### src/hw/rtl/cgsa_pkg.sv
// Shared constants, types and codes of the charge grid scatter-accumulate unit.
package cgsa_pkg;

  // Grid geometry (power of two points per axis)
  localparam int GRID_MAX = 64;
  localparam int AXIS_W   = $clog2(GRID_MAX);
  localparam int CELLS    = GRID_MAX * GRID_MAX * GRID_MAX;
  localparam int CELL_W   = 3 * AXIS_W;

  // Field widths
  localparam int MODE_W       = 2;
  localparam int POS_W        = 20;
  localparam int CHARGE_W     = 16;
  localparam int CELL_RES_W   = 18;
  localparam int SUM_W        = 24;
  localparam int GRID_DIM_W   = 7;
  localparam int CELL_WIDTH_W = 14;

  // Configuration port
  localparam int CFG_ADDR_W = 2;
  localparam int CFG_DATA_W = 14;
  localparam logic [CFG_ADDR_W-1:0] REG_GRID_DIM   = 2'd0;
  localparam logic [CFG_ADDR_W-1:0] REG_CELL_WIDTH = 2'd1;
  localparam logic [GRID_DIM_W-1:0]   GRID_DIM_RESET   = 7'd64;
  localparam logic [CELL_WIDTH_W-1:0] CELL_WIDTH_RESET = 14'd1229;

  // Request modes
  localparam logic [MODE_W-1:0] MODE_DEPOSIT  = 2'd0;
  localparam logic [MODE_W-1:0] MODE_READ     = 2'd1;
  localparam logic [MODE_W-1:0] MODE_READ_CLR = 2'd2;

  // Index datapath widths
  localparam int GD_W   = $clog2(GRID_MAX + 1);
  localparam int PROD_W = GD_W + CELL_WIDTH_W;
  localparam int NUM_W  = ((PROD_W > POS_W + 1) ? PROD_W : POS_W + 1) + 1;
  localparam int CNT_W  = $clog2(AXIS_W + 1);

  // Saturation bounds of a voxel sum
  localparam logic signed [SUM_W-1:0] SUM_MAX = {1'b0, {(SUM_W-1){1'b1}}};
  localparam logic signed [SUM_W-1:0] SUM_MIN = {1'b1, {(SUM_W-1){1'b0}}};

  // Queue between front and back
  localparam int QDEPTH = 2;
  localparam int QPTR_W = $clog2(QDEPTH);
  localparam int QCNT_W = $clog2(QDEPTH + 1);

  typedef enum logic [1:0] {
    OP_ADD      = 2'd0,
    OP_READ     = 2'd1,
    OP_READ_CLR = 2'd2,
    OP_SKIP     = 2'd3
  } op_t;

  typedef struct packed {
    op_t                          op;
    logic [CELL_RES_W-1:0]        voxel;
    logic signed [CHARGE_W-1:0]   charge;
  } qentry_t;

  typedef struct packed {
    logic full;
    logic empty;
  } qstat_t;

  typedef struct packed {
    logic [GRID_DIM_W-1:0]   grid_dim;
    logic [CELL_WIDTH_W-1:0] cell_width;
  } cfg_t;

endpackage

### src/hw/rtl/cgsa_queue.sv
// Short work queue between the front end and the voxel update engine.
module cgsa_queue (
  input  logic                clk,
  input  logic                rst,
  input  logic                push,
  input  cgsa_pkg::qentry_t   push_data,
  input  logic                pop,
  output cgsa_pkg::qentry_t   head,
  output cgsa_pkg::qstat_t    qstat
);

  cgsa_pkg::qentry_t             entries [cgsa_pkg::QDEPTH];
  logic [cgsa_pkg::QPTR_W-1:0]   wr_ptr;
  logic [cgsa_pkg::QPTR_W-1:0]   rd_ptr;
  logic [cgsa_pkg::QCNT_W-1:0]   count;

  assign head        = entries[rd_ptr];
  assign qstat.full  = (count == cgsa_pkg::QCNT_W'(cgsa_pkg::QDEPTH));
  assign qstat.empty = (count == '0);

  always_ff @(posedge clk) begin
    if (push) begin
      entries[wr_ptr] <= push_data;
    end
  end

  always_ff @(posedge clk) begin
    if (rst) begin
      wr_ptr <= '0;
      rd_ptr <= '0;
      count  <= '0;
    end else begin
      if (push) begin
        wr_ptr <= wr_ptr + cgsa_pkg::QPTR_W'(1);
      end
      if (pop) begin
        rd_ptr <= rd_ptr + cgsa_pkg::QPTR_W'(1);
      end
      case ({push, pop})
        2'b10:   count <= count + cgsa_pkg::QCNT_W'(1);
        2'b01:   count <= count - cgsa_pkg::QCNT_W'(1);
        default: count <= count;
      endcase
    end
  end

endmodule

### config.mk
export PLATFORM = sky130hd
export DESIGN_NAME = cgsa_queue
export DESIGN_NICKNAME = d
export VERILOG_FILES = /design/src/hw/rtl/cgsa_pkg.sv /design/src/hw/rtl/cgsa_queue.sv
export SDC_FILE = /design/constraint.sdc
export NUM_CORES = 1
export LEC_CHECK = 0
export BUFFER_PORTS_ARGS = -buffer_cell sky130_fd_sc_hd__buf_2
export CAP_MARGIN = 20
export CORE_MARGIN = 10
export CORE_UTILIZATION = 51
export DETAILED_ROUTE_END_ITERATION = 10
export PLACE_DENSITY_LB_ADDON = 0.08
export SYNTH_ARGS = -nofsm -noshare
export SYNTH_HDL_FRONTEND = slang
export SYNTH_SLANG_ARGS = --single-unit
### constraint.sdc
create_clock -name clk -period 4.1 [get_ports clk]
set_input_delay 1.23 -clock clk [delete_from_list [all_inputs] [get_ports clk]]
set_output_delay 1.23 -clock clk [all_outputs]
set_load 0.05 [all_outputs]
Yosys cells after proc, flatten, opt, wreduce, memory -nomap -nowiden
Memories as Yosys holds them, arrays and structs flattened. A register that Yosys moved wholly into a read port is not among the register bits. Cells that the tools add are included.

Bits in writable memories: 72. Memories kept: 1. Register bits after elaboration: 4. Input bits: 40.

$add $sub $neg: 4. Equality and inequality tests: 3. Reduce and logical (&&, ||, !) cells: 2. Muxes and demuxes: 5.

Memory list: entries (depth 2, width 36, read ports 1, clocked after memory_dff 1, wr ports 1, line cgsa_queue.sv:12) `cgsa_pkg::qentry_t entries [cgsa_pkg::QDEPTH];`.

Operator list (count): $eq 2x2->1 const B (2); $mux 1 (4); $pmux 2 s2 (1); $add 1x1->1 const B (2); $add 2x1->2 const B (1); $eq 2x1->1 const B (1); $logic_not 2->1 (1); $reduce_bool 2->1 (1); $sub 2x1->2 const B (1).

Depth between registers and ports, before layout
Word-level depth: 3. Gate-level depth with buffers: 5.

Least setup slack after synthesis
Ideal clock, no wire load.

Path type: input port to flip-flop. From: input port push. To: memory entries[0][0] (netlist bit), enable pin. Path buffers: 0. Data required time: 3.670 ns. Setup slack: 0.868 ns. Library setup time: 0.430 ns. Stages on the path: 2. Arrival: 2.802 ns. Cells stage by stage: inv_1 -> nor2_1.

Longest elaborated chain between the ends: 2.

RTL lines: start: declaration (line cgsa_queue.sv:5) `input logic push,`; $mux 1 (line cgsa_queue.sv:22) `if (push) begin`; $mux 1 (not written as such) (line cgsa_queue.sv:23) `entries[wr_ptr] <= push_data;`; end: declaration (line cgsa_queue.sv:12).

No other way between the ends.

==> metrics.md <==
| Metric | Value |
|---|---|
| Outcome | finished clean |
| Final hold viol count | 0 |
| Routed wl met3 | 383 microns |
| CTS tree | yes |
| DR pass1 iterations | 4 |
| Row count | 26 |
| Critical Path RT | 2.87 ns |
| Final HPWL DP | 3.532 mm |
| Slew HR | 0.4298 |
| Largest family of logic cells by synthesized area | multiplexers |
| Core box area | 5205 sq um |
| Register area share after synthesis | 0.8100 |
| CP max stage delay | 0.88 ns |
| Clk_lat worst skew | 0.33 ns |
| CP bufs+invs | 1 |
| R2r endpoint | entries[1][7]$_DFFE_PP_ |
| Final setup TNS | 0 ns |
| Chip width | 94 microns |
| Ant. Diodes | 0 |
| Reg2reg path depth | 1 |
| Worst min path class | reg2reg |
| Final Util | 0.6740 |
| Post-Place Worst Slack | 1.322 ns |
| Cts repair resizes | 0 |
| Slowest CP cell | dfxtp_2 |
| Tcrit/Tclk final | 0.7562 |
| Finish-stage setup viols | 0 |
| Clock Path Buffers | 2 |
| Crit path arrival time | 1.87 ns |
| CP Launch Type | flop |
| Final ANT Viol Nets | 0 |
| Mapped Avg Cell Area | 20.84 sq um |
| Least-Margin Pin Slew | 0.8554 ns |
| Power Dens Cells | 535.1 nW/um^2 |
| WP depth | 2 |
| Total wire length | 5.185 mm |
| WS Path Type | reg2out |
| Worst-path clk slew | 0.07 ns |
| Critical path cell sequence | mux2_2 > buf_2 |
| Congestion Overflow GR | 0 |
| Flop-to-flop setup slack | 2.56 ns |
| Port-buffer cells | 77 |
| CP max FO | 36 |
| Fillcell total | 366 |
| Fin Clk Skew | 0.005247 ns |
| Unrepaired setup endpoints after global routing | false |
| Clk Tree Root Cell | clkbuf_8 |
| GR Util All Layers | 0.1184 |
| Remaining DRCs | 0 |
| Worst path top cell family by delay | flip-flops |
| CP Capture Point | head[26] |
| Vias | 1435 |
| Mapped Nets | 175 |
| Worst vdd ir | 396.6 uV |
| Distinct cell type count of the synthesized netlist | 14 |
| Xor/xnor share of the synthesized area | 0.01254 |
| Multiplexer share of the synthesized area | 0.1452 |
| Largest net degree at the start of global routing | 37 |
| Initial drt markers | 86 |
| Initial antenna violation count | 0 |
| Share of cells above drive strength 1 | 0.5938 |
| PnR worst setup slack | 0.9997 ns |
| # IOs | 78 |
| Max_cap viols | 0 |
| NumNets Final | 260 |
| Global-route wire length before repair | 7.803 mm |
| CP Capture Type | primary output |
| Post-CTS Setup Bufs | 0 |
| WHS Path Cells | 2 |
| Met2 routed WL | 2.608 mm |
| DIE AREA | 8836 sq um |
| Max Used Layer | met4 |
| Synth Area in Adders | 0.004480 |
| H-Tree Level Count | 3 |
| Final count of pins violating max slew | 0 |
| Vias per inst | 4.881 |
| TritonCTS Buffers | 9 |
| Ys Warns | 0 |
| Highest Clock Rate | 322.6 MHz |
| CTS Hold Buffers Added | 0 |
| Post-route minimum period | 3.100 ns |
| Reg-to-Reg Start | wr_ptr$_SDFFE_PP0P_ |
| Area grow syn2layout | 25.63% |
| FF+latch count, synth | 77 |
| Clk sinks | 77 |
| Routed WL per cell | 17.64 microns |
| Chip Height | 94 microns |
| Cell area after synthesis | 2793 sq um |
| Source of the worst hold timing path | rd_ptr$_SDFFE_PP0P_ |
| LEAKAGE | 1.333 nW |
| Number of global-route vias before repair | 1600 |
| Post-Syn Instances | 134 |
| Initial Util | 0.5365 |
| GPL Wtd Cong | 0.6894 |
| Met1 wire length | 2.155 mm |
| Synth Area in Compound Gates | 0.003584 |
| Simple-Gate Fraction of Synth Area | 0.01568 |
[flip-flops by register name, summed over array words and instances (netlist names), named ones only]
| signal | flops |
|---|---|
| rd_ptr | 1 |
| count | 2 |
| entries | 72 |
| wr_ptr | 1 |
[kinds of logic (layout without fill, tap and decap cells)]
family          Yosys count  in the layout
compound gates            2              2
xor+xnor                  4              4
fa+ha+maj                 1              1
buf+inv                   5             95
flops                    77             77
mux                      36             36
simple gates              9              9
[power breakdown]
part / internal (mW) / switching (mW) / total [mW]
Sequential: 0.914 / 0.0269 / 0.941
Combinational: 0.0936 / 0.219 / 0.313
Clock: 0.374 / 0.249 / 0.623
[layout make-up]
cell class	instances	area, sq um	share of cell area
flip-flops and latches	77	2263	0.6452
multi-input cells	52	515.5	0.1469
repair buffers	78	412.9	0.1177
clock buffers	12	155.1	0.04422
well taps	70	87.58	0.02496
clock inverters	4	70.07	0.01997
inverters	1	3.754	0.001070
[cells in the mapped netlist (all sizes together)]
| library cell | instances | area, sq um |
|---|---|---|
| edfxtp | 72 | 2162 |
| mux2 | 36 | 405.4 |
| nor2 | 6 | 22.52 |
| dfxtp | 5 | 100.1 |
| buf | 4 | 20.02 |
| xnor2 | 3 | 26.28 |
| a21oi | 1 | 5.000 |
| and2 | 1 | 6.260 |
| and2b | 1 | 8.760 |
| ha | 1 | 12.51 |
| inv | 1 | 3.750 |
| o21ai | 1 | 5.000 |
| or3 | 1 | 6.260 |
| xor2 | 1 | 8.760 |
[layout by cell type (no fill, tap or decap)]
| cell type | Yosys | layout |
|---|---|---|
| buf_2 | 4 | 77 |
| edfxtp_1 | 72 | 72 |
| mux2_2 | 36 | 36 |
| clkbuf_8 | 0 | 11 |
| nor2_1 | 6 | 5 |
| dfxtp_1 | 5 | 4 |
| xnor2_1 | 3 | 3 |
| bufinv_16 | 0 | 2 |
| clkinv_2 | 0 | 2 |
| and2_2 | 0 | 1 |
| inv_1 | 1 | 1 |
| and2b_2 | 1 | 1 |
| nor2_4 | 0 | 1 |
| xor2_1 | 1 | 1 |
| o21ai_0 | 1 | 1 |
| or3_1 | 1 | 1 |
| a21oi_1 | 1 | 1 |
| ha_1 | 1 | 1 |
| dfxtp_2 | 0 | 1 |
| clkbuf_1 | 0 | 1 |
| buf_16 | 0 | 1 |
[routing by layer]
| metal | vias to the layer above | GRT usage |
|---|---|---|
| met5 | - | 0 |
| met4 | 0 | 0.06456 |
| met3 | 6 | 0.04956 |
| met2 | 47 | 0.1935 |
| met1 | 689 | 0.1276 |
| li1 | 693 | - |
[worst min path at each step]
stage                                       end  slack, ns
after global placement    count[1]$_SDFFE_PP0P_       0.48
after floorplan           count[1]$_SDFFE_PP0P_       0.46
after global routing      count[1]$_SDFFE_PP0P_       0.56
after CTS                                  flop       0.53
final                                      flop       0.52
after detailed placement                   flop       0.51
[worst min-delay path: cells and delay by family, from the launching register on]
kind	cells	cell delay (ns)
xor+xnor	1	0.09
flops	1	0.33
simple gates	1	0.08
[through the flow]
stage / total power [mW] / instance area [sq um] / std cells / hold WS, ns
after floorplan: 1.186 / 2793 / 134 / 0.4614
after global placement: 1.261 / 3256 / 277 / 0.4755
after detailed placement: 1.271 / 3256 / 277 / 0.5068
after CTS: 1.897 / 3481 / 293 / 0.5254
after global routing: 1.954 / 3508 / 294 / 0.5639
final: 1.877 / 3508 / 294 / 0.5206
Power figures use the tool's default switching activity.
