<file path="src/hw/rtl/cgsa_pkg.sv">
// Shared constants, types and codes of the charge grid scatter-accumulate unit.
package cgsa_pkg;

  // Grid geometry (power of two points per axis)
  localparam int GRID_MAX = 64;
  localparam int AXIS_W   = $clog2(GRID_MAX);
  localparam int CELLS    = GRID_MAX * GRID_MAX * GRID_MAX;
  localparam int CELL_W   = 3 * AXIS_W;

  // Field widths
  localparam int MODE_W       = 2;
  localparam int POS_W        = 20;
  localparam int CHARGE_W     = 16;
  localparam int CELL_RES_W   = 18;
  localparam int SUM_W        = 24;
  localparam int GRID_DIM_W   = 7;
  localparam int CELL_WIDTH_W = 14;

  // Configuration port
  localparam int CFG_ADDR_W = 2;
  localparam int CFG_DATA_W = 14;
  localparam logic [CFG_ADDR_W-1:0] REG_GRID_DIM   = 2'd0;
  localparam logic [CFG_ADDR_W-1:0] REG_CELL_WIDTH = 2'd1;
  localparam logic [GRID_DIM_W-1:0]   GRID_DIM_RESET   = 7'd64;
  localparam logic [CELL_WIDTH_W-1:0] CELL_WIDTH_RESET = 14'd1229;

  // Request modes
  localparam logic [MODE_W-1:0] MODE_DEPOSIT  = 2'd0;
  localparam logic [MODE_W-1:0] MODE_READ     = 2'd1;
  localparam logic [MODE_W-1:0] MODE_READ_CLR = 2'd2;

  // Index datapath widths
  localparam int GD_W   = $clog2(GRID_MAX + 1);
  localparam int PROD_W = GD_W + CELL_WIDTH_W;
  localparam int NUM_W  = ((PROD_W > POS_W + 1) ? PROD_W : POS_W + 1) + 1;
  localparam int CNT_W  = $clog2(AXIS_W + 1);

  // Saturation bounds of a voxel sum
  localparam logic signed [SUM_W-1:0] SUM_MAX = {1'b0, {(SUM_W-1){1'b1}}};
  localparam logic signed [SUM_W-1:0] SUM_MIN = {1'b1, {(SUM_W-1){1'b0}}};

  // Queue between front and back
  localparam int QDEPTH = 2;
  localparam int QPTR_W = $clog2(QDEPTH);
  localparam int QCNT_W = $clog2(QDEPTH + 1);

  typedef enum logic [1:0] {
    OP_ADD      = 2'd0,
    OP_READ     = 2'd1,
    OP_READ_CLR = 2'd2,
    OP_SKIP     = 2'd3
  } op_t;

  typedef struct packed {
    op_t                          op;
    logic [CELL_RES_W-1:0]        voxel;
    logic signed [CHARGE_W-1:0]   charge;
  } qentry_t;

  typedef struct packed {
    logic full;
    logic empty;
  } qstat_t;

  typedef struct packed {
    logic [GRID_DIM_W-1:0]   grid_dim;
    logic [CELL_WIDTH_W-1:0] cell_width;
  } cfg_t;

endpackage

</file>
<file path="src/hw/rtl/cgsa_ifs.sv">
// Request, result and configuration channel interfaces.
interface cgsa_in_if;
  logic                                        valid;
  logic                                        ready;
  logic [cgsa_pkg::MODE_W-1:0]                 mode;
  logic signed [cgsa_pkg::POS_W-1:0]           pos_x;
  logic signed [cgsa_pkg::POS_W-1:0]           pos_y;
  logic signed [cgsa_pkg::POS_W-1:0]           pos_z;
  logic signed [cgsa_pkg::CHARGE_W-1:0]        atom_charge;
  logic [cgsa_pkg::CELL_RES_W-1:0]             read_cell;

  modport source(output valid, mode, pos_x, pos_y, pos_z, atom_charge, read_cell,
                 input ready);
  modport sink(input valid, mode, pos_x, pos_y, pos_z, atom_charge, read_cell,
               output ready);
endinterface


</file>
<file path="src/hw/rtl/cgsa_front.sv">
// Front end: accepts requests, computes the voxel index of deposits, queues work.
module cgsa_front (
  input  logic                clk,
  input  logic                rst,
  cgsa_in_if.sink             item,
  input  cgsa_pkg::cfg_t      cfg,
  input  logic                clearing,
  input  cgsa_pkg::qstat_t    qstat,
  output logic                push,
  output cgsa_pkg::qentry_t   push_data
);

  typedef enum logic [3:0] {
    F_IDLE  = 4'b0001,
    F_SETUP = 4'b0010,
    F_DIV   = 4'b0100,
    F_PUSH  = 4'b1000
  } fstate_t;

  fstate_t                                  state;
  cgsa_pkg::op_t                            op;
  logic [cgsa_pkg::CELL_RES_W-1:0]          rd_cell;
  logic signed [cgsa_pkg::CHARGE_W-1:0]     charge;
  logic signed [cgsa_pkg::POS_W-1:0]        pos [3];
  logic [cgsa_pkg::NUM_W-1:0]               rem [3];
  logic                                     neg [3];
  logic                                     ovf [3];
  logic [cgsa_pkg::AXIS_W-1:0]              quo [3];
  logic [cgsa_pkg::NUM_W-1:0]               dsh;
  logic [cgsa_pkg::CNT_W-1:0]               bcnt;
  logic [cgsa_pkg::PROD_W-1:0]              offset;

  logic [cgsa_pkg::GD_W-1:0]                g_eff;
  logic [cgsa_pkg::CELL_WIDTH_W-1:0]        cw_eff;
  logic [cgsa_pkg::CELL_WIDTH_W:0]          divisor;
  logic [cgsa_pkg::AXIS_W-1:0]              gm1;
  logic signed [cgsa_pkg::NUM_W-1:0]        num [3];
  logic                                     ge [3];
  logic [cgsa_pkg::AXIS_W-1:0]              idx [3];
  logic [cgsa_pkg::CELL_RES_W-1:0]          cell_dep;

  // Clamp the configured geometry into its usable range
  always_comb begin
    if (cfg.grid_dim == '0) begin
      g_eff = cgsa_pkg::GD_W'(1);
    end else if ((cgsa_pkg::GRID_DIM_W+1)'(cfg.grid_dim) >
                 (cgsa_pkg::GRID_DIM_W+1)'(cgsa_pkg::GRID_MAX)) begin
      g_eff = cgsa_pkg::GD_W'(cgsa_pkg::GRID_MAX);
    end else begin
      g_eff = cgsa_pkg::GD_W'(cfg.grid_dim);
    end
    cw_eff  = (cfg.cell_width == '0) ? cgsa_pkg::CELL_WIDTH_W'(1) : cfg.cell_width;
    divisor = {cw_eff, 1'b0};
    gm1     = cgsa_pkg::AXIS_W'(g_eff - cgsa_pkg::GD_W'(1));
  end

  // Numerator 2*coord + grid_dim*cell_width, quotient bit test, final clamp
  always_comb begin
    for (int a = 0; a < 3; a++) begin
      num[a] = (cgsa_pkg::NUM_W'(pos[a]) <<< 1) + $signed(cgsa_pkg::NUM_W'(offset));
      ge[a]  = (rem[a] >= dsh);
      if (neg[a]) begin
        idx[a] = '0;
      end else if (ovf[a] || (quo[a] > gm1)) begin
        idx[a] = gm1;
      end else begin
        idx[a] = quo[a];
      end
    end
    cell_dep = cgsa_pkg::CELL_RES_W'(
      (32'(idx[0]) * cgsa_pkg::GRID_MAX + 32'(idx[1])) * cgsa_pkg::GRID_MAX + 32'(idx[2]));
  end

  assign item.ready = (state == F_IDLE) && !clearing;
  assign push       = (state == F_PUSH) && !qstat.full;

  always_comb begin
    push_data.op     = op;
    push_data.voxel  = (op == cgsa_pkg::OP_ADD) ? cell_dep : rd_cell;
    push_data.charge = charge;
  end

  // Offset product is registered and follows the configuration in the next cycle
  always_ff @(posedge clk) begin
    offset <= cgsa_pkg::PROD_W'(g_eff) * cgsa_pkg::PROD_W'(cw_eff);
  end

  always_ff @(posedge clk) begin
    if (rst) begin
      state <= F_IDLE;
    end else begin
      case (state)
        F_IDLE: begin
          if (item.valid && item.ready) begin
            pos[0]  <= item.pos_x;
            pos[1]  <= item.pos_y;
            pos[2]  <= item.pos_z;
            charge  <= item.atom_charge;
            rd_cell <= item.read_cell;
            if (item.mode == cgsa_pkg::MODE_DEPOSIT) begin
              op    <= cgsa_pkg::OP_ADD;
              state <= F_SETUP;
            end else begin
              if (32'(item.read_cell) >= 32'(cgsa_pkg::CELLS)) begin
                op <= cgsa_pkg::OP_SKIP;
              end else if (item.mode == cgsa_pkg::MODE_READ_CLR) begin
                op <= cgsa_pkg::OP_READ_CLR;
              end else begin
                op <= cgsa_pkg::OP_READ;
              end
              state <= F_PUSH;
            end
          end
        end
        F_SETUP: begin
          for (int a = 0; a < 3; a++) begin
            neg[a] <= num[a][cgsa_pkg::NUM_W-1];
            rem[a] <= num[a][cgsa_pkg::NUM_W-1] ? '0 : num[a];
            ovf[a] <= !num[a][cgsa_pkg::NUM_W-1] &&
                      (num[a] >= (cgsa_pkg::NUM_W'(divisor) << cgsa_pkg::AXIS_W));
            quo[a] <= '0;
          end
          dsh   <= cgsa_pkg::NUM_W'(divisor) << (cgsa_pkg::AXIS_W - 1);
          bcnt  <= cgsa_pkg::CNT_W'(cgsa_pkg::AXIS_W - 1);
          state <= F_DIV;
        end
        F_DIV: begin
          // one quotient bit per cycle on all three axes
          for (int a = 0; a < 3; a++) begin
            if (ge[a]) begin
              rem[a] <= rem[a] - dsh;
            end
            quo[a] <= (quo[a] << 1) | cgsa_pkg::AXIS_W'(ge[a]);
          end
          dsh  <= dsh >> 1;
          bcnt <= bcnt - cgsa_pkg::CNT_W'(1);
          if (bcnt == '0) begin
            state <= F_PUSH;
          end
        end
        F_PUSH: begin
          if (!qstat.full) begin
            state <= F_IDLE;
          end
        end
        default: begin
          state <= F_IDLE;
        end
      endcase
    end
  end

endmodule

</file>
<file path="src/flat_wrapper.sv">
// flat-port wrapper written by rule: the top's interface ports become plain ports
module cgsa_front_flat 
  (clk, rst, cfg, clearing, qstat, push, push_data, item_valid, item_mode, item_pos_x, item_pos_y, item_pos_z, item_atom_charge, item_read_cell, item_ready);
  cgsa_in_if item_i ();
  input  logic clk;
  input  logic rst;
  input  cgsa_pkg::cfg_t cfg;
  input  logic clearing;
  input  cgsa_pkg::qstat_t qstat;
  output logic push;
  output cgsa_pkg::qentry_t push_data;
  input wire logic [$bits(item_i.valid)-1:0] item_valid;
  input wire logic [$bits(item_i.mode)-1:0] item_mode;
  input wire logic [$bits(item_i.pos_x)-1:0] item_pos_x;
  input wire logic [$bits(item_i.pos_y)-1:0] item_pos_y;
  input wire logic [$bits(item_i.pos_z)-1:0] item_pos_z;
  input wire logic [$bits(item_i.atom_charge)-1:0] item_atom_charge;
  input wire logic [$bits(item_i.read_cell)-1:0] item_read_cell;
  output wire logic [$bits(item_i.ready)-1:0] item_ready;
  assign item_i.valid = item_valid;
  assign item_i.mode = item_mode;
  assign item_i.pos_x = item_pos_x;
  assign item_i.pos_y = item_pos_y;
  assign item_i.pos_z = item_pos_z;
  assign item_i.atom_charge = item_atom_charge;
  assign item_i.read_cell = item_read_cell;
  assign item_ready = item_i.ready;
  cgsa_front u_core (.clk(clk), .rst(rst), .item(item_i), .cfg(cfg), .clearing(clearing), .qstat(qstat), .push(push), .push_data(push_data));
endmodule
</file>
<file path="config.mk">
export PLATFORM = sky130hd
export DESIGN_NAME = cgsa_front_flat
export DESIGN_NICKNAME = d
export VERILOG_FILES = /design/src/hw/rtl/cgsa_pkg.sv /design/src/hw/rtl/cgsa_ifs.sv /design/src/hw/rtl/cgsa_front.sv /design/src/flat_wrapper.sv
export SDC_FILE = /design/constraint.sdc
export NUM_CORES = 1
export LEC_CHECK = 0
export ABC_AREA = 1
export BUFFER_PORTS_ARGS = -buffer_cell sky130_fd_sc_hd__buf_2
export CAP_MARGIN = 20
export CORE_MARGIN = 8
export CORE_UTILIZATION = 40
export DETAILED_ROUTE_END_ITERATION = 8
export GPL_ROUTABILITY_DRIVEN = 0
export HOLD_SLACK_MARGIN = 0.05
export PLACE_DENSITY = 0.64
export REMOVE_ABC_BUFFERS = 1
export SETUP_SLACK_MARGIN = 0.3
export SYNTH_ARGS = -nofsm -noshare
export SYNTH_HDL_FRONTEND = slang
export SYNTH_SLANG_ARGS = --single-unit
</file>
<file path="constraint.sdc">
create_clock -name clk -period 21.8 [get_ports clk]
set_input_delay 2.18 -clock clk [delete_from_list [all_inputs] [get_ports clk]]
set_output_delay 2.18 -clock clk [all_outputs]
set_load 0.1 [all_outputs]
</file>
### Yosys cells after proc, flatten, opt, wreduce, memory -nomap -nowiden

Memory sizes are Yosys's and may differ from the RTL's.
Index checks and enable logic that the tools add are counted.

| word-level totals | value |
|---|---|
| register bits after elaboration | 86 |
| bits in writable memories | 150 |
| output and inout bits | 38 |
| word-level logic and storage cells | 123 |
| memories kept | 5 |

Memories:

| name | depth | bits a word | read ports | clocked after Yosys merged registers in | write ports | RTL line | source |
|---|---|---|---|---|---|---|---|
| u_core.rem | 3 | 22 | 3 | 0 | 3 | cgsa_front.sv:25 | `logic [cgsa_pkg::NUM_W-1:0] rem [3];` |
| u_core.pos | 3 | 20 | 3 | 0 | 3 | cgsa_front.sv:24 | `logic signed [cgsa_pkg::POS_W-1:0] pos [3];` |
| u_core.quo | 3 | 6 | 3 | 0 | 3 | cgsa_front.sv:28 | `logic [cgsa_pkg::AXIS_W-1:0] quo [3];` |
| u_core.neg | 3 | 1 | 3 | 0 | 3 | cgsa_front.sv:26 | `logic neg [3];` |
| u_core.ovf | 3 | 1 | 3 | 0 | 3 | cgsa_front.sv:27 | `logic ovf [3];` |

| cells by class | value |
|---|---|
| add/sub/neg operators | 10 |
| multiply operators | 1 |
| order comparisons | 10 |
| equality and inequality tests | 8 |
| mux-type cells | 49 |
| bitwise operators | 10 |
| reduce and logical (&&, ||, !) cells | 23 |

Operator list:

| cell | number |
|---|---|
| adder 21 x 22 -> 22 bit | 3 |
| greater-or-equal comparator 22 x 21 -> 1 bit | 3 |
| greater-or-equal comparator 22 bit | 3 |
| 2-to-1 mux 22 bit | 3 |
| subtractor 22 bit | 3 |
| 2-to-1 mux 21 bit | 3 |
| 2-to-1 mux 6 bit | 9 |
| case mux 22 bit (2 select lines) | 1 |
| 2-to-1 mux 1 bit | 22 |
| multiplier 7 x 14 -> 21 bit | 1 |
| adder 18 x 6 -> 18 bit | 1 |
| > comparator 6 bit | 3 |
| 2-to-1 mux 18 bit | 1 |
| bitwise OR 6 x 1 -> 6 bit | 3 |
| 2-to-1 mux 4 bit | 4 |
| case mux 4 bit (4 select lines) | 1 |
| logical NOT 14 bit | 1 |
| 2-to-1 mux 14 bit | 1 |
| 2-to-1 mux 7 bit | 2 |
| adder 12 x 6 -> 12 bit | 1 |
| > comparator 7 bit, second input constant | 1 |
| logical NOT 7 bit | 1 |
| logical AND 1 bit | 6 |
| bitwise OR 1 bit | 6 |
| 19 further kinds | 28 |

### Depth between registers and ports, before layout

Gate-level depths: netlist (run 1).

| logic depth | value |
|---|---|
| word-level depth | 11 |
| mapped depth | 24 |
| gate-level depth less buffers | 24 |

### Worst setup path before layout (run 1)

No wires, ideal clock.

| path | value |
|---|---|
| path type | in2out |
| from | input cfg[19] (netlist name) |
| to | output push_data[19] (netlist name) |
| arrival | 6.536 ns |
| required time | 19.620 ns |
| path slack | 13.084 ns |
| stages on the path | 16 |
| buffers on the path | 0 |
| cell sequence | nor2_1 -> nand4_1 -> a21oi_1 -> clkinv_1 -> ha_1 -> nand3_1 -> xor2_1 -> ha_1 -> nand2_1 -> nor2_1 -> o21ai_0 -> o211ai_1 -> a21oi_1 -> inv_1 -> o21ai_0 -> o21ai_0 |

RTL lines:

| what | RTL line | source |
|---|---|---|
| start: declaration | flat_wrapper.sv:7 | `input cgsa_pkg::cfg_t cfg;` |
| end: declaration | flat_wrapper.sv:11 | `output cgsa_pkg::qentry_t push_data;` |

==> impl_metrics.yaml, run 1 <==
critical_path:
  end_kind: "output port"
  r2r_slack_ps: 17630
  crit_type: "in2out"
  worst_r2r_startpoint: "u_core.offset[1]$_DFF_P_"
  required_ps: 19620
  crit_path_max_fanout: 12
  crit_arrival_ps: 7040
  startpoint_type: "input port"
  crit_start: "cfg[19]"
layout:
  register_area_um2: 6777
  nets: 3341
  multi_input_area_um2: 12430
  syn_to_final_growth_pct: 11.40
  drive_above_1_share_pct: 7.593
  nFillCells: 5277
global_route:
  grt_pass1_wl_um: 94090
  grt_max_degree: 67
  grt_use_total_pct: 19.41
  overflow: 0
  grt_pass1_vias: 17540
  antenna_found_initial: 1
clock_network:
  numCtsBuffers: 28
  cts_sinks: 234
  clkSlewWorstSetupHoldPaths_ps: 60
  postCtsSetupRepairBufs: 0
  ctsHoldBuffers: 0
  root_buffer: "clkbuf_16"
  insertion_delay_ps: 580
  cts_max_path_buffers: 3
  cts_tree: "built"
  htree_num_levels: 1
  cts_resized: 0
yosys:
  syn_inst: 2772
  ys_seq_elements: 234
  synth_area_leaders: "edfxtp_1, nand2_1, ha_1, inv_1, fa_1"
  synthArstFlopShare_pct: 0
  yosysSeqAreaShare_pct: 32.27
  ys.flop_type: "edfxtp_1"
  synth_xor_area_share_pct: 4.338
  syn_area_per_cell_um2: 7.574
  netlist_area_um2: 21000
  yosysWarnings: 0
  synth_edf_count: 209
  synth_top_family_by_area: "simple AND/OR/NAND/NOR gates"
  muxShareOfSynthArea_pct: 0
  synth_fa_ha_area_share_pct: 19.43
  yosys.area_share.simple_pct: 25.39
  synth-compound-area-share_pct: 9.976
  synth_area_leader_cell: "edfxtp_1"
  synth_cell_type_count: 42
  synth_top_area_share_pct: 29.89
routing:
  drt_iter0_drc: 1584
  dr.pass1.iters: 6
  wl_um: 60110
  drc: 0
  drt-wirelength-per-cell_um: 16.52
  routed_via_density: 5.100
  vias: 18560
  detail-route-antenna-nets: 0
power:
  max-vdd-ir-drop_mv: 0.06631
  p_per_area_nw_per_um2: 90.90
  power_leakage_nw: 11.77
  p_total_mw: 2.126
timing:
  max_slew.worst_pin.slew_ps: 1032
  fmax_ghz: 0.1084
  hold_violations: 0
  finalCritPeriodShare_pct: 42.32
  rsz0062_at_grt: "no"
  setup_viol: 0
  slew_headroom_pct: 31.17
  tns_ps: 0
  drv_slew: 0
  fin_crit_ps: 9225
  skew_ps: 20.71
  whs_ps: 571.6
floorplanning:
  fp-row-count: 84
  pin_count: 161
  initial_core_util_pct: 40.20
  coreArea_um2: 52240
  dieArea_um2: 60080
  die_x_um: 245.1
  die_h_um: 245.1
min_path:
  min_path_type: "reg2reg"
  min_from: "u_core.bcnt[0]$_SDFFCE_PN1P_"
status:
  status: "finished clean"
place:
  hpwl_um: 48850
  port-buffer-count: 159
run:
  cap_violations: 0
routing by layer:
layer	GRT usage, %	up-vias	wire length (µm)
met1	26.02	8480	26810
met3	2.293	122	3315
met5	0	-	0
met4	7.080	0	2311
met2	31.99	547	27670
li1	-	9410	-
synth_stat cells, types with 2 or more instances:
library cell and number:
and2_1 5, buf_6 8, inv_1 421, o21ai_0 117, xnor2_1 31, a21oi_2 5, ha_1 222, nand3b_1 11
o21ai_2 3, buf_1 2, fa_1 65, a21o_1 8, nor4_1 11, nand2_2 5, xor2_1 73, nand3_1 116
edfxtp_1 209, nor3_1 22, clkbuf_1 14, buf_2 9, or2_2 6, a21boi_0 11, o21bai_1 13, nor2_1 307
nand2_1 771, a31oi_1 5, nand4_1 46, a21oi_1 194, o21a_1 2, clkinv_1 2, o31ai_1 3, o211ai_1 18
dfxtp_1 25, buf_4 3, a211oi_1 2
final cells by class:
type / instances / share of cell area, %
flip-flops and latches: 234 / 28.97
inverters: 423 / 6.788
well taps: 688 / 3.680
multi-input cells: 2079 / 53.13
clock buffers: 33 / 3.076
repair buffers: 165 / 3.595
diodes: 1 / 0.01070
clock inverters: 16 / 0.7489
kinds of logic (layout without fill, tap and decap cells):
| family | count (synthesis) | count (layout) |
|---|---|---|
| buffers and inverters | 459 | 637 |
| xor gates and xnor gates | 104 | 104 |
| adders and majority gates | 287 | 287 |
| other | 0 | 1 |
| and+or+nand+nor | 1306 | 1306 |
| DFF | 234 | 234 |
| AOI/OAI and AO/OA | 382 | 382 |
cells in the final DEF (no fill, tap or decap), drive strengths merged, types with 47 or more instances in the layout:
cell	netlist	final
nand3	117	117
inv	421	422
edfxtp	209	209
o21ai	120	120
nor2	308	308
fa	65	65
ha	222	222
buf	22	165
xor2	73	73
nand4	47	47
a21oi	199	199
nand2	776	776
sequential cells by signal, summed over array words and instances (netlist names):
signal and flops:
u_core.rd_cell 18, u_core.bcnt 3, u_core.ovf 3, u_core.state 4, u_core.offset 21, u_core.rem 66, u_core.neg 3, u_core.pos 60
u_core.charge 16, u_core.dsh 20, u_core.quo 18, u_core.op 2
through the flow:
| stage | cells | utilization [%] | cell area, µm² | setup slack (ps) |
|---|---|---|---|---|
| after detailed placement | 3589 | 43.06 | 22490 | 12590 |
| after floorplan | 2736 | - | 20780 | 12600 |
| after CTS | 3638 | 44.77 | 23390 | 12580 |
| after global routing | 3638 | 44.77 | 23390 | 12170 |
| after global placement | 3589 | 43.06 | 22490 | 12640 |
| final | 3639 | 44.78 | 23390 | 12580 |
worst paths after layout:
kind                                       end  cells past startpoint
setup / recovery                 push_data[18]                     19
hold / removal    u_core.bcnt[0]$_SDFFCE_PN1P_                      1
hold reg to reg   u_core.bcnt[0]$_SDFFCE_PN1P_                      1
setup reg to reg    u_core.ovf[0][2]$_DFFE_PP_                     22
where the power goes:
group	total [mW]	switching, mW	internal (mW)
sequential	0.580	0.0408	0.540
clock	0.462	0.191	0.270
combinational	1.08	0.721	0.364
total	2.13	0.953	1.17
critical path, stage by stage:
cell and delay, ps:
buf_2 100, nor2_1 100, nand4_1 110, a21oi_1 800, clkinv_1 730, ha_1 460, nand3_1 100, xor2_1 570
ha_1 360, nand2_1 90, nor2_1 60, o21ai_0 70, o211ai_1 110, a21oi_1 290, inv_1 210, nand2_1 100
o211ai_1 100, nand2_1 80, buf_2 420
Note: power is estimated with default switching activity, not from simulation.
==> run 2, diff against run 1 <==
==> constraint.sdc (replaced) <==
create_clock -name clk -period 9.05 [get_ports clk]
set_input_delay 0.905 -clock clk [delete_from_list [all_inputs] [get_ports clk]]
set_output_delay 0.905 -clock clk [all_outputs]
set_load 0.1 [all_outputs]
==> impl_metrics.yaml, run 2 (synthesis results as in run 1) <==
status:
  status: "finished clean"
place:
  port-buffer-count: 159
  hpwl_um: 48640
  place_area_um2: 22490
global_route:
  overflow: 0
  grt_pass1_wl_um: 93780
  grt_pass1_vias: 17500
  grt_max_degree: 67
  grt_use_total_pct: 19.35
  antenna_found_initial: 2
layout:
  layout_common_cells: "nand2_1, inv_1, nor2_1"
  nFillCells: 5265
  final_design_area_no_fill_um2: 23400
  syn_to_final_growth_pct: 11.45
  final_common_cell: "nand2_1"
  multi_input_area_um2: 12430
  drive_above_1_share_pct: 7.596
  top_register: "u_core.rem"
  nets: 3339
  largestRegisters: "u_core.rem x66, u_core.pos x60, u_core.offset x21"
  fin_util_pct: 44.80
  largest_reg_flops: 66
  register_area_um2: 6777
timing:
  setup_viol: 0
  skew_ps: 8.351
  max_slew.worst_pin.slew_ps: 1043
  tns_ps: 0
  finalCritPeriodShare_pct: 73.74
  fmax_ghz: 0.1498
  hold_violations: 0
  drv_slew: 0
  slew_headroom_pct: 30.27
  rsz0062_at_grt: "no"
  whs_ps: 511.5
  fin_crit_ps: 6674
min_path:
  min_path_type: "in2reg"
  hold_depth: 1
power:
  max-vdd-ir-drop_mv: 0.1631
  seq_power_share_pct: 27.2
  pwr-share-clk_pct: 22.1
  power_switching_share_pct: 44.33
  p_int_mw: 2.861
  power.switching_mw: 2.279
  p_per_area_nw_per_um2: 219.6
  p_comb_share_pct: 50.7
  power_leakage_nw: 11.79
routing:
  drt-wirelength-per-cell_um: 16.34
  drt_iter0_drc: 1600
  routed_via_density: 5.054
  drc: 0
  vias: 18390
  detail-route-antenna-nets: 0
  wl_um: 59450
  dr.pass1.iters: 6
critical_path:
  end_kind: "output port"
  required_ps: 8150
  crit_path_max_fanout: 12
  crit_arrival_ps: 5770
  worst-r2r-cell-count: 22
  crit_type: "in2out"
  startpoint_type: "input port"
clock_network:
  htree_num_levels: 1
  numCtsBuffers: 27
  cts_tree: "built"
  cts_sinks: 234
  insertion_delay_ps: 560
  root_buffer: "clkbuf_16"
  clkSlewWorstSetupHoldPaths_ps: 60
  cts_resized: 0
  cts_max_path_buffers: 3
  ctsHoldBuffers: 0
  postCtsSetupRepairBufs: 0
floorplanning:
  die_h_um: 245.1
  initial_core_util_pct: 40.20
  die_x_um: 245.1
  pin_count: 161
  fp-row-count: 84
  coreArea_um2: 52240
  dieArea_um2: 60080
run:
  cap_violations: 0
-- run 2: routing by layer --
| layer | track usage, % | vias up | routed length (µm) |
|---|---|---|---|
| met2 | 31.42 | 549 | 27090 |
| met1 | 26.13 | 8312 | 26640 |
| met3 | 2.402 | 127 | 3343 |
| met5 | 0 | - | 13 |
| met4 | 7.396 | 2 | 2356 |
| li1 | - | 9396 | - |
-- run 2: final cells by class --
type | count | area share, %
multi-input combinational | 2079 | 53.10
inverter | 423 | 6.785
timing repair buffer | 164 | 3.561
antenna | 1 | 0.01069
clock buffer | 31 | 2.951
tap | 688 | 3.679
sequential | 234 | 28.96
clock inverter | 18 | 0.9517
-- run 2: worst paths after layout --
check	start	end	slack, ps
worst min register to register	u_core.bcnt[0]$_SDFFCE_PN1P_	u_core.bcnt[0]$_SDFFCE_PN1P_	570
worst max register to register	u_core.offset[1]$_DFF_P_	u_core.ovf[0][2]$_DFFE_PP_	4990
worst max-delay path	cfg[19]	push_data[20]	2380
worst min-delay path	item_read_cell[6]	u_core.rd_cell[6]$_DFFE_PP_	510
-- run 2: worst max-delay path, stage by stage --
cell	delay [ps]
buf_2	100
nor2_1	90
nand4_1	110
a21oi_1	800
clkinv_1	760
ha_1	480
nand3_1	100
xor2_1	510
ha_1	340
nand2_1	90
nor2_1	60
o21ai_0	70
o211ai_1	110
a21oi_1	300
inv_1	200
nand2_1	110
o211ai_1	100
nand2_1	80
buf_2	430
-- run 2: power groups by stage --
| stage | clock network (mW) | logic (mW) | registers, mW |
|---|---|---|---|
| global route | 1.20 | 2.95 | 1.40 |
| detailed placement | 0 | 2.55 | 1.43 |
| floorplan | 0 | 1.86 | 1.39 |
| finish | 1.14 | 2.61 | 1.40 |
| CTS | 1.17 | 2.57 | 1.40 |
| global placement | 0 | 2.53 | 1.43 |
-- run 2: stage by stage --
stage	power (mW)	setup WS, ps	std cells
2_1_floorplan	3.253	1617	2736
3_3_place_gp	3.959	2421	3588
3_5_place_dp	3.974	2358	3588
4_1_cts	5.140	2317	3637
5_1_grt	5.559	1937	3637
6_report	5.140	2376	3638
